--- config.mk ---
export PLATFORM = sky130hd
export DESIGN_NAME = scancode_to_ascii_fifo_top
export DESIGN_NICKNAME = d
export VERILOG_FILES = /design/src/hw/rtl/sc2a_pkg.sv /design/src/hw/rtl/scancode_to_ascii_fifo_top.sv /design/src/hw/rtl/sc2a_ram.sv
export SDC_FILE = /design/constraint.sdc
export NUM_CORES = 1
export LEC_CHECK = 0
export ABC_AREA = 1
export BUFFER_PORTS_ARGS = -buffer_cell sky130_fd_sc_hd__clkbuf_2
export CAP_MARGIN = 20
export CORE_MARGIN = 5
export CORE_UTILIZATION = 30
export DETAILED_ROUTE_END_ITERATION = 8
export PLACE_DENSITY_LB_ADDON = 0.15
export SETUP_SLACK_MARGIN = 0.3
export SYNTH_ARGS = -nofsm -noshare
export SYNTH_HDL_FRONTEND = slang
export SYNTH_SLANG_ARGS = --single-unit
--- constraint.sdc ---
create_clock -name aclk -period 9.2 [get_ports aclk]
set_clock_uncertainty 0.05 [all_clocks]
set_input_delay 0.92 -clock aclk [delete_from_list [all_inputs] [get_ports aclk]]
set_output_delay 0.92 -clock aclk [all_outputs]
set_load 0.01 [all_outputs]
--- src/hw/rtl/sc2a_pkg.sv ---
// shared constants, types and translation tables for the scancode to ascii fifo
package sc2a_pkg;

    // default ring depth; the ring holds one entry fewer than this
    localparam int unsigned BUFFER_DEPTH_DEF = 128;

    // word kinds on the input channel
    typedef enum logic [1:0] {
        KIND_SCAN  = 2'd0,
        KIND_WRITE = 2'd1,
        KIND_READ  = 2'd2
    } kind_t;

    // special scancodes (set 1)
    localparam logic [7:0] CODE_EXT_PREFIX = 8'hE0;
    localparam logic [6:0] CODE_LSHIFT     = 7'h2A;
    localparam logic [6:0] CODE_RSHIFT     = 7'h36;
    localparam logic [6:0] CODE_ALT        = 7'h38;
    localparam logic [6:0] CODE_CTRL       = 7'h1D;

    // number of codes covered by the lookup tables
    localparam int unsigned TABLE_LEN = 92;

    localparam logic [7:0] PLAIN_ROM [0:TABLE_LEN-1] = '{
        8'h00,
        8'h1B, 8'h31, 8'h32, 8'h33, 8'h34, 8'h35, 8'h36, 8'h37, 8'h38, 8'h39,
        8'h30, 8'h2D, 8'h3D, 8'h08, 8'h09, 8'h71, 8'h77, 8'h65, 8'h72, 8'h74,
        8'h79, 8'h75, 8'h69, 8'h6F, 8'h70, 8'h5B, 8'h5D, 8'h0A, 8'h00, 8'h61,
        8'h73, 8'h64, 8'h66, 8'h67, 8'h68, 8'h6A, 8'h6B, 8'h6C, 8'h3B, 8'h27,
        8'h60, 8'h00, 8'h5C, 8'h7A, 8'h78, 8'h63, 8'h76, 8'h62, 8'h6E, 8'h6D,
        8'h2C, 8'h2E, 8'h2F, 8'h00, 8'h2A, 8'h00, 8'h20, 8'h00, 8'h3B, 8'h3C,
        8'h3D, 8'h3E, 8'h3F, 8'h40, 8'h41, 8'h42, 8'h43, 8'h44, 8'h00, 8'h00,
        8'h47, 8'h72, 8'h49, 8'h2D, 8'h4B, 8'h00, 8'h77, 8'h2B, 8'h4F, 8'h80,
        8'h51, 8'h52, 8'h53, 8'h00, 8'h00, 8'h5C, 8'h85, 8'h86, 8'h00, 8'h00,
        8'h00
    };

    localparam logic [7:0] SHIFT_ROM [0:TABLE_LEN-1] = '{
        8'h00,
        8'h1B, 8'h21, 8'h40, 8'h23, 8'h24, 8'h25, 8'h5E, 8'h26, 8'h2A, 8'h28,
        8'h29, 8'h5F, 8'h2B, 8'h08, 8'h15, 8'h51, 8'h57, 8'h45, 8'h52, 8'h54,
        8'h59, 8'h55, 8'h49, 8'h4F, 8'h50, 8'h7B, 8'h7D, 8'h0D, 8'h00, 8'h41,
        8'h53, 8'h44, 8'h46, 8'h47, 8'h48, 8'h4A, 8'h4B, 8'h4C, 8'h3A, 8'h22,
        8'h7E, 8'h00, 8'h7C, 8'h5A, 8'h58, 8'h43, 8'h56, 8'h42, 8'h4E, 8'h4D,
        8'h3C, 8'h3E, 8'h3F, 8'h00, 8'h2A, 8'h00, 8'h20, 8'h00, 8'h54, 8'h55,
        8'h56, 8'h57, 8'h58, 8'h59, 8'h5A, 8'h5B, 8'h5C, 8'h5D, 8'h00, 8'h00,
        8'h47, 8'h72, 8'h49, 8'h2D, 8'h4B, 8'h00, 8'h77, 8'h2B, 8'h4F, 8'h80,
        8'h51, 8'h52, 8'h53, 8'h00, 8'h00, 8'h5C, 8'h87, 8'h88, 8'h00, 8'h00,
        8'h00
    };

    // result word layout in m_tdata
    localparam int unsigned OUT_DATA_W = 16;

endpackage

--- src/hw/rtl/scancode_to_ascii_fifo_top.sv ---
// scancode (set 1) to ascii translator with a character ring buffer
//
//   channel  dir  tdata (low bit up)                             tuser
//   s_       in   data_byte[7:0]                                 kind[1:0]
//   m_       out  char_out[7:0] pushed dropped shift ctrl alt 0  char_valid
//
// one word in, one word out; a new word is taken every cycle when the
// output side keeps up. between input accept and m_tvalid lie the middle
// stage for the ring read (registered ram port) and the output register.
// aresetn (synchronous) clears modifier flags, ring pointers and valid bits;
// the ring contents are not cleared and need no clearing pass.
// a stall on m_tready holds the output word and backs up into s_tready.
module scancode_to_ascii_fifo_top
    import sc2a_pkg::*;
#(
    parameter int unsigned BUFFER_DEPTH = BUFFER_DEPTH_DEF
) (
    input  logic                  aclk,
    input  logic                  aresetn,
    input  logic                  s_tvalid,
    output logic                  s_tready,
    input  logic [7:0]            s_tdata,   // data_byte[7:0]
    input  logic [1:0]            s_tuser,   // kind[1:0]
    output logic                  m_tvalid,
    input  logic                  m_tready,
    // char_out[7:0], pushed[8], dropped[9], shift_held[10], ctrl_held[11],
    // alt_held[12], zero[15:13]
    output logic [OUT_DATA_W-1:0] m_tdata,
    output logic                  m_tuser    // char_valid
);

    localparam int unsigned AW = $clog2(BUFFER_DEPTH);
    localparam logic [AW-1:0] LAST_IDX = AW'(BUFFER_DEPTH - 1);

    // control state
    logic          ext_reg, ext_next;
    logic          shift_reg, shift_next;
    logic          ctrl_reg, ctrl_next;
    logic          alt_reg, alt_next;
    logic [AW-1:0] rd_idx_reg, rd_idx_next;
    logic [AW-1:0] wr_idx_reg, wr_idx_next;

    // middle stage (ring read in flight)
    logic          st1_valid_reg;
    logic          st1_pop_reg;
    logic          st1_pushed_reg;
    logic          st1_dropped_reg;
    logic [2:0]    st1_mods_reg;

    // output register
    logic                  out_valid_reg;
    logic [OUT_DATA_W-1:0] out_data_reg;
    logic                  out_user_reg;

    logic          s_accept;
    logic          out_free;
    logic          st1_free;
    kind_t         kind_in;
    logic [7:0]    byte_in;
    logic [6:0]    code7;
    logic          released;
    logic [AW-1:0] wr_inc;
    logic [AW-1:0] rd_inc;
    logic          ring_full;
    logic          ring_empty;
    logic          push_req;
    logic [7:0]    push_data;
    logic          push_ok;
    logic          push_lost;
    logic          pop;
    logic [7:0]    rom_char;
    logic [7:0]    ram_rd_data;

    // handshake and flow control
    assign out_free = !out_valid_reg || m_tready;
    assign st1_free = !st1_valid_reg || out_free;
    assign s_tready = st1_free;
    assign s_accept = s_tvalid && s_tready;

    assign kind_in  = kind_t'(s_tuser);
    assign byte_in  = s_tdata;
    assign code7    = byte_in[6:0];
    assign released = byte_in[7];

    // ring pointer arithmetic
    assign wr_inc     = (wr_idx_reg == LAST_IDX) ? '0 : wr_idx_reg + 1'b1;
    assign rd_inc     = (rd_idx_reg == LAST_IDX) ? '0 : rd_idx_reg + 1'b1;
    assign ring_full  = (wr_inc == rd_idx_reg);
    assign ring_empty = (wr_idx_reg == rd_idx_reg);

    // table lookup for plain make codes
    always_comb begin
        if (32'(code7) < TABLE_LEN) begin
            rom_char = shift_reg ? SHIFT_ROM[code7] : PLAIN_ROM[code7];
        end else begin
            rom_char = 8'h00;
        end
    end

    // decode of the incoming word
    always_comb begin
        ext_next   = ext_reg;
        shift_next = shift_reg;
        ctrl_next  = ctrl_reg;
        alt_next   = alt_reg;
        push_req   = 1'b0;
        push_data  = byte_in;
        pop        = 1'b0;
        unique case (kind_in)
            KIND_SCAN: begin
                if (byte_in == CODE_EXT_PREFIX) begin
                    ext_next = 1'b1;
                end else begin
                    ext_next = 1'b0;
                    // extended codes never match modifiers or the tables
                    if (!ext_reg) begin
                        priority if (code7 == CODE_LSHIFT || code7 == CODE_RSHIFT) begin
                            shift_next = !released;
                        end else if (code7 == CODE_ALT) begin
                            alt_next = !released;
                        end else if (code7 == CODE_CTRL) begin
                            ctrl_next = !released;
                        end else if (!released) begin
                            push_req  = (rom_char != 8'h00);
                            push_data = rom_char;
                        end
                    end
                end
            end
            KIND_WRITE: begin
                push_req = 1'b1;
            end
            KIND_READ: begin
                pop = !ring_empty;
            end
            default: begin
            end
        endcase
    end

    assign push_ok   = push_req && !ring_full;
    assign push_lost = push_req && ring_full;

    // pointer updates
    always_comb begin
        wr_idx_next = wr_idx_reg;
        rd_idx_next = rd_idx_reg;
        if (s_accept && push_ok) begin
            wr_idx_next = wr_inc;
        end
        if (s_accept && pop) begin
            rd_idx_next = rd_inc;
        end
    end

    // control state registers
    always_ff @(posedge aclk) begin
        if (!aresetn) begin
            ext_reg    <= 1'b0;
            shift_reg  <= 1'b0;
            ctrl_reg   <= 1'b0;
            alt_reg    <= 1'b0;
            rd_idx_reg <= '0;
            wr_idx_reg <= '0;
        end else begin
            if (s_accept) begin
                ext_reg   <= ext_next;
                shift_reg <= shift_next;
                ctrl_reg  <= ctrl_next;
                alt_reg   <= alt_next;
            end
            rd_idx_reg <= rd_idx_next;
            wr_idx_reg <= wr_idx_next;
        end
    end

    // character ring
    sc2a_ram #(
        .WIDTH (8),
        .DEPTH (BUFFER_DEPTH)
    ) u_ring (
        .aclk    (aclk),
        .wr_en   (s_accept && push_ok),
        .wr_addr (wr_idx_reg),
        .wr_data (push_data),
        .rd_en   (s_accept && pop),
        .rd_addr (rd_idx_reg),
        .rd_data (ram_rd_data)
    );

    // middle stage valid
    always_ff @(posedge aclk) begin
        if (!aresetn) begin
            st1_valid_reg <= 1'b0;
        end else if (st1_free) begin
            st1_valid_reg <= s_accept;
        end
    end

    // middle stage payload
    always_ff @(posedge aclk) begin
        if (s_accept) begin
            st1_pop_reg     <= pop;
            st1_pushed_reg  <= push_ok;
            st1_dropped_reg <= push_lost;
            st1_mods_reg    <= {alt_next, ctrl_next, shift_next};
        end
    end

    // output register valid
    always_ff @(posedge aclk) begin
        if (!aresetn) begin
            out_valid_reg <= 1'b0;
        end else if (out_free) begin
            out_valid_reg <= st1_valid_reg;
        end
    end

    // output register payload
    always_ff @(posedge aclk) begin
        if (out_free && st1_valid_reg) begin
            out_data_reg <= {3'b000, st1_mods_reg, st1_dropped_reg, st1_pushed_reg,
                             st1_pop_reg ? ram_rd_data : 8'h00};
            out_user_reg <= st1_pop_reg;
        end
    end

    assign m_tvalid = out_valid_reg;
    assign m_tdata  = out_data_reg;
    assign m_tuser  = out_user_reg;

    // a read of an empty ring must not report a character
    a_empty_read: assert property (@(posedge aclk) disable iff (!aresetn)
        (s_accept && kind_in == KIND_READ && ring_empty) |=> !st1_pop_reg)
        else $error("read of empty ring popped a character");

    // a push into a full ring is reported as dropped and leaves the pointer
    a_full_drop: assert property (@(posedge aclk) disable iff (!aresetn)
        (s_accept && kind_in == KIND_WRITE && ring_full)
            |=> (st1_dropped_reg && !st1_pushed_reg && $stable(wr_idx_reg)))
        else $error("write into full ring not dropped");

    // a result word never carries a pop together with a push or a drop
    a_exclusive: assert property (@(posedge aclk) disable iff (!aresetn)
        m_tvalid |-> !(m_tuser && (m_tdata[8] || m_tdata[9])) && !(m_tdata[8] && m_tdata[9]))
        else $error("conflicting result flags");

    // the read pointer only moves while the ring holds something
    a_rd_move: assert property (@(posedge aclk) disable iff (!aresetn)
        (rd_idx_reg != $past(rd_idx_reg)) |-> ($past(rd_idx_reg) != $past(wr_idx_reg)))
        else $error("read pointer moved on empty ring");

endmodule

--- src/hw/rtl/sc2a_ram.sv ---
// generic single-port-write, single-port-read ram with registered read
module sc2a_ram #(
    parameter int unsigned WIDTH = 8,
    parameter int unsigned DEPTH = 128
) (
    input  logic                     aclk,
    input  logic                     wr_en,
    input  logic [$clog2(DEPTH)-1:0] wr_addr,
    input  logic [WIDTH-1:0]         wr_data,
    input  logic                     rd_en,
    input  logic [$clog2(DEPTH)-1:0] rd_addr,
    output logic [WIDTH-1:0]         rd_data
);

    logic [WIDTH-1:0] mem [0:DEPTH-1];
    logic [WIDTH-1:0] rd_data_reg;

    // write port
    always_ff @(posedge aclk) begin
        if (wr_en) begin
            mem[wr_addr] <= wr_data;
        end
    end

    // registered read, holds until the next read
    always_ff @(posedge aclk) begin
        if (rd_en) begin
            rd_data_reg <= mem[rd_addr];
        end
    end

    assign rd_data = rd_data_reg;

endmodule

==> metrics.cfg <==
[sta]
fin_crit_sh = 0.548
tns_ns = 0
worst_slack_ns = 4.16
rsz0062_at_grt = false
period_needed_ns = 5.04
slew_headroom = 0.311
worst_pin_slew_ns = 1.03
hold_viol_final = 0
fmaxAchievable_mhz = 198
maxSlewViolCount = 0
setup_viol = 0

[detailed_routing]
dr.pass1.iters = 6
drc_errors = 0
via_per_inst = 5.31
vias = 30100
wl_per_cell_um = 25.7
drt-initial-drc-count = 3282
antenna_left = 0
drt_wl_total_mm = 145

[worst_setup_path]
critPathMaxFanout = 16
critical-path-max-stage-delay_ns = 0.80
cp.buffers_inverters = 3
path_delay_family = simple AND/OR/NAND/NOR gates
required_ns = 9.49
worstPathArrival_ns = 5.33
crit_chain = clkbuf_2, inv_1, ha_1, inv_1, nand2_1, nand3_1, nand3_1, nand2_1, nor2_1, nor2_1, nor2_1, nor2_1, nor2_1, nand2_1, o21bai_4, a21boi_4, nand3_4, nor2_1
worstSetupPathType = primary input to flop
cpMaxStageDelayCell = nor2_1
startpoint_type = primary input
cp_common_cell = nor2_1
cp-end-kind = flop

[placed_design]
gp_congestion = 0.915
pre_cts_slack_ns = 3.48
hpwl_mm = 81.0
port_buffers = 29
placed_area_um2 = 46500

[die]
coreArea_um2 = 148000
die_y_um = 395
ios = 33
fp-row-count = 141
start_util = 0.302
die_w_um = 395
fp.dieArea_um2 = 156000

[grt]
grt_pass1_wl_mm = 210
grt_use_total = 0.180
grt_pass1_vias = 29800
antenna_found_initial = 3
grt_max_degree = 176
globalRouteOverflowTotal = 0

[finish]
seqCellArea_um2 = 32000
n_antenna_cell = 0
n_fill_cell = 14600
fin_util = 0.340
layout-drive-gt1-share = 0.0757
final_area_um2 = 50300
area_growth_pct = 12.8
final_nets = 3665
largest_register_ffs = 1024
multi_input_area_um2 = 11300

[cts]
clkTransAtPathRegs_ns = 0.07
htreeDepth = 3
cts_tree = done
hold_buffers = 0
insertion_delay_ns = 0.73
cts_resized = 0
cts_setup_buffers = 0
numCtsBuffers = 117
clk_path_buf_depth = 3
clock-sinks = 1072
root_buffer = clkbuf_16

[power]
p_clk_frac = 0.422
total_leakage_power_uw = 0.0162
power_frac_seq = 0.498
power_frac_comb = 0.079
p_sw_uw = 2670
swShare = 0.244
p_per_area_nw_per_um2 = 218
p_int_uw = 8310
vdd.ir_drop.worst_mv = 0.148
finalPower_uw = 11000

[yosys]
synth_seq_cells = 1072
yosys_warnings = 0
synth-seq-area-share = 0.718
yosysUniqueCellTypes = 50
syn_area_um2 = 44500
netlist_instances = 3708
postSynthAreaPerCell_um2 = 12.0

[run]
drv_cap = 0

[run_status]
status = finished, final reports clean

[min_path]
hold_class = flop to flop

==> per-layer routing <==
| metal | global-route usage | part of all wire |
|---|---|---|
| met1 | 0.252 | 0.45 |
| met3 | 0.0265 | 0.057 |
| met4 | 0.0524 | 0.026 |
| met2 | 0.290 | 0.47 |
| met5 | 0 | 0 |
==> final cells by class <==
cell class / instances / area share
Sequential cell: 1072 / 0.637
Multi-Input combinational cell: 2301 / 0.224
Clock buffer: 142 / 0.0605
Tap cell: 1930 / 0.0480
Clock inverter: 77 / 0.0138
Timing Repair Buffer: 62 / 0.0103
Inverter: 82 / 0.00650
==> kinds of logic (layout without fill, tap and decap cells) <==
kind of cell,Yosys count,after routing,synth area share
AO/OA/AOI/OAI,938,938,0.122
XOR/XNOR,8,8,0.00157
adder cells (fa/ha/maj),15,15,0.00421
buffers and inverters,337,363,0.0313
flip-flops,1072,1072,0.718
other,1,3,0.0000842
AND/OR/NAND/NOR,1337,1337,0.123
==> path summary, 6_finish.rpt <==
check / startpoint / end / slack (ns) / cells past startpoint
max: s_tdata[1] / u_ring.mem[86][1]$_DFFE_PP_ / 4.16 / 18
min: st1_mods_reg[1]$_DFFE_PP_ / m_tdata[11]$_DFFE_PP_ / 0.36 / 0
max reg2reg: rd_idx_reg[0]$_SDFFE_PN0P_ / u_ring.rd_data[1]$_DFFE_PP_ / 4.21 / 10
min reg2reg: st1_mods_reg[1]$_DFFE_PP_ / m_tdata[11]$_DFFE_PP_ / 0.36 / 0
==> layout by cell type (no fill, tap or decap), types with 3 or more instances in the layout <==
cell and count:
a21oi_1 59, a221oi_1 4, a31oi_1 17, buf_12 10, buf_4 23, bufinv_16 12
clkbuf_1 24, clkbuf_16 118, clkbuf_2 29, clkinv_1 26, clkinv_2 36, conb_1 3
dfxtp_1 17, dfxtp_4 3, edfxtp_1 1052, ha_1 15, inv_1 69, inv_2 7
nand2_1 369, nand2_2 7, nand3_1 158, nand3_4 8, nand4_1 30, nor2_1 741
nor2_2 4, nor3_1 6, nor4_1 4, o211ai_1 29, o21ai_0 547, o21ai_1 6
o21ai_4 4, o221ai_1 88, o22ai_1 168, xor2_1 6
==> worst reg2reg max path, cell delays in order, from the launching register on <==
cell and delay [ns]:
dfxtp_4 0.87, buf_12 0.58, inv_8 0.67, buf_4 0.51, o21ai_0 0.37, o221ai_1 0.17
nand3_1 0.20, nand3_1 0.20, o21ai_0 0.72, a21oi_1 0.16, o21a_1 0.25
==> per-stage QoR <==
step | instances | hold slack [ns]
2_1_floorplan | 3710 | 0.350
3_3_place_gp | 5447 | 0.356
3_5_place_dp | 5447 | 0.357
4_1_cts | 5666 | 0.366
5_1_grt | 5666 | 0.379
6_report | 5666 | 0.359
==> power groups by stage <==
stage	Sequential (µW)	Clock (µW)	Combinational, µW
6_report	5470	4640	869
5_1_grt	5470	4950	939
4_1_cts	5470	4740	878
3_5_place_dp	5580	0	877
3_3_place_gp	5580	0	888
2_1_floorplan	5590	0	493
==> Yosys cell counts (all sizes together) <==
| cell | count | area [µm²] |
|---|---|---|
| xor2 | 6 | 52.6 |
| o2111ai | 2 | 17.5 |
| o221ai | 88 | 771 |
| conb | 1 | 3.75 |
| a32oi | 1 | 8.76 |
| o21bai | 2 | 26.3 |
| a21oi | 61 | 309 |
| nor3b | 2 | 15.0 |
| or2 | 2 | 12.5 |
| buf | 36 | 262 |
| and3 | 1 | 6.26 |
| a211oi | 1 | 7.51 |
| edfxtp | 1052 | 31600 |
| nand3 | 168 | 951 |
| clkbuf | 219 | 822 |
| o211ai | 29 | 218 |
| xnor2 | 2 | 17.5 |
| o21ai | 557 | 2790 |
| a221o | 1 | 10.0 |
| ha | 15 | 188 |
| inv | 79 | 299 |
| a21boi | 1 | 18.8 |
| a31oi | 17 | 106 |
| nor2 | 746 | 2810 |
| o211a | 1 | 10.0 |
| o31ai | 2 | 15.0 |
| clkinv | 3 | 11.3 |
| nor4 | 4 | 25.0 |
| dfxtp | 20 | 400 |
| a221oi | 4 | 35.0 |
| nand4 | 31 | 200 |
| nor3 | 6 | 30.0 |
| o32a | 1 | 10.0 |
| o22ai | 168 | 1050 |
| o21a | 1 | 7.51 |
| nand2 | 377 | 1430 |
| a22oi | 1 | 7.51 |
No activity file was read; power rests on OpenSTA's default activity.
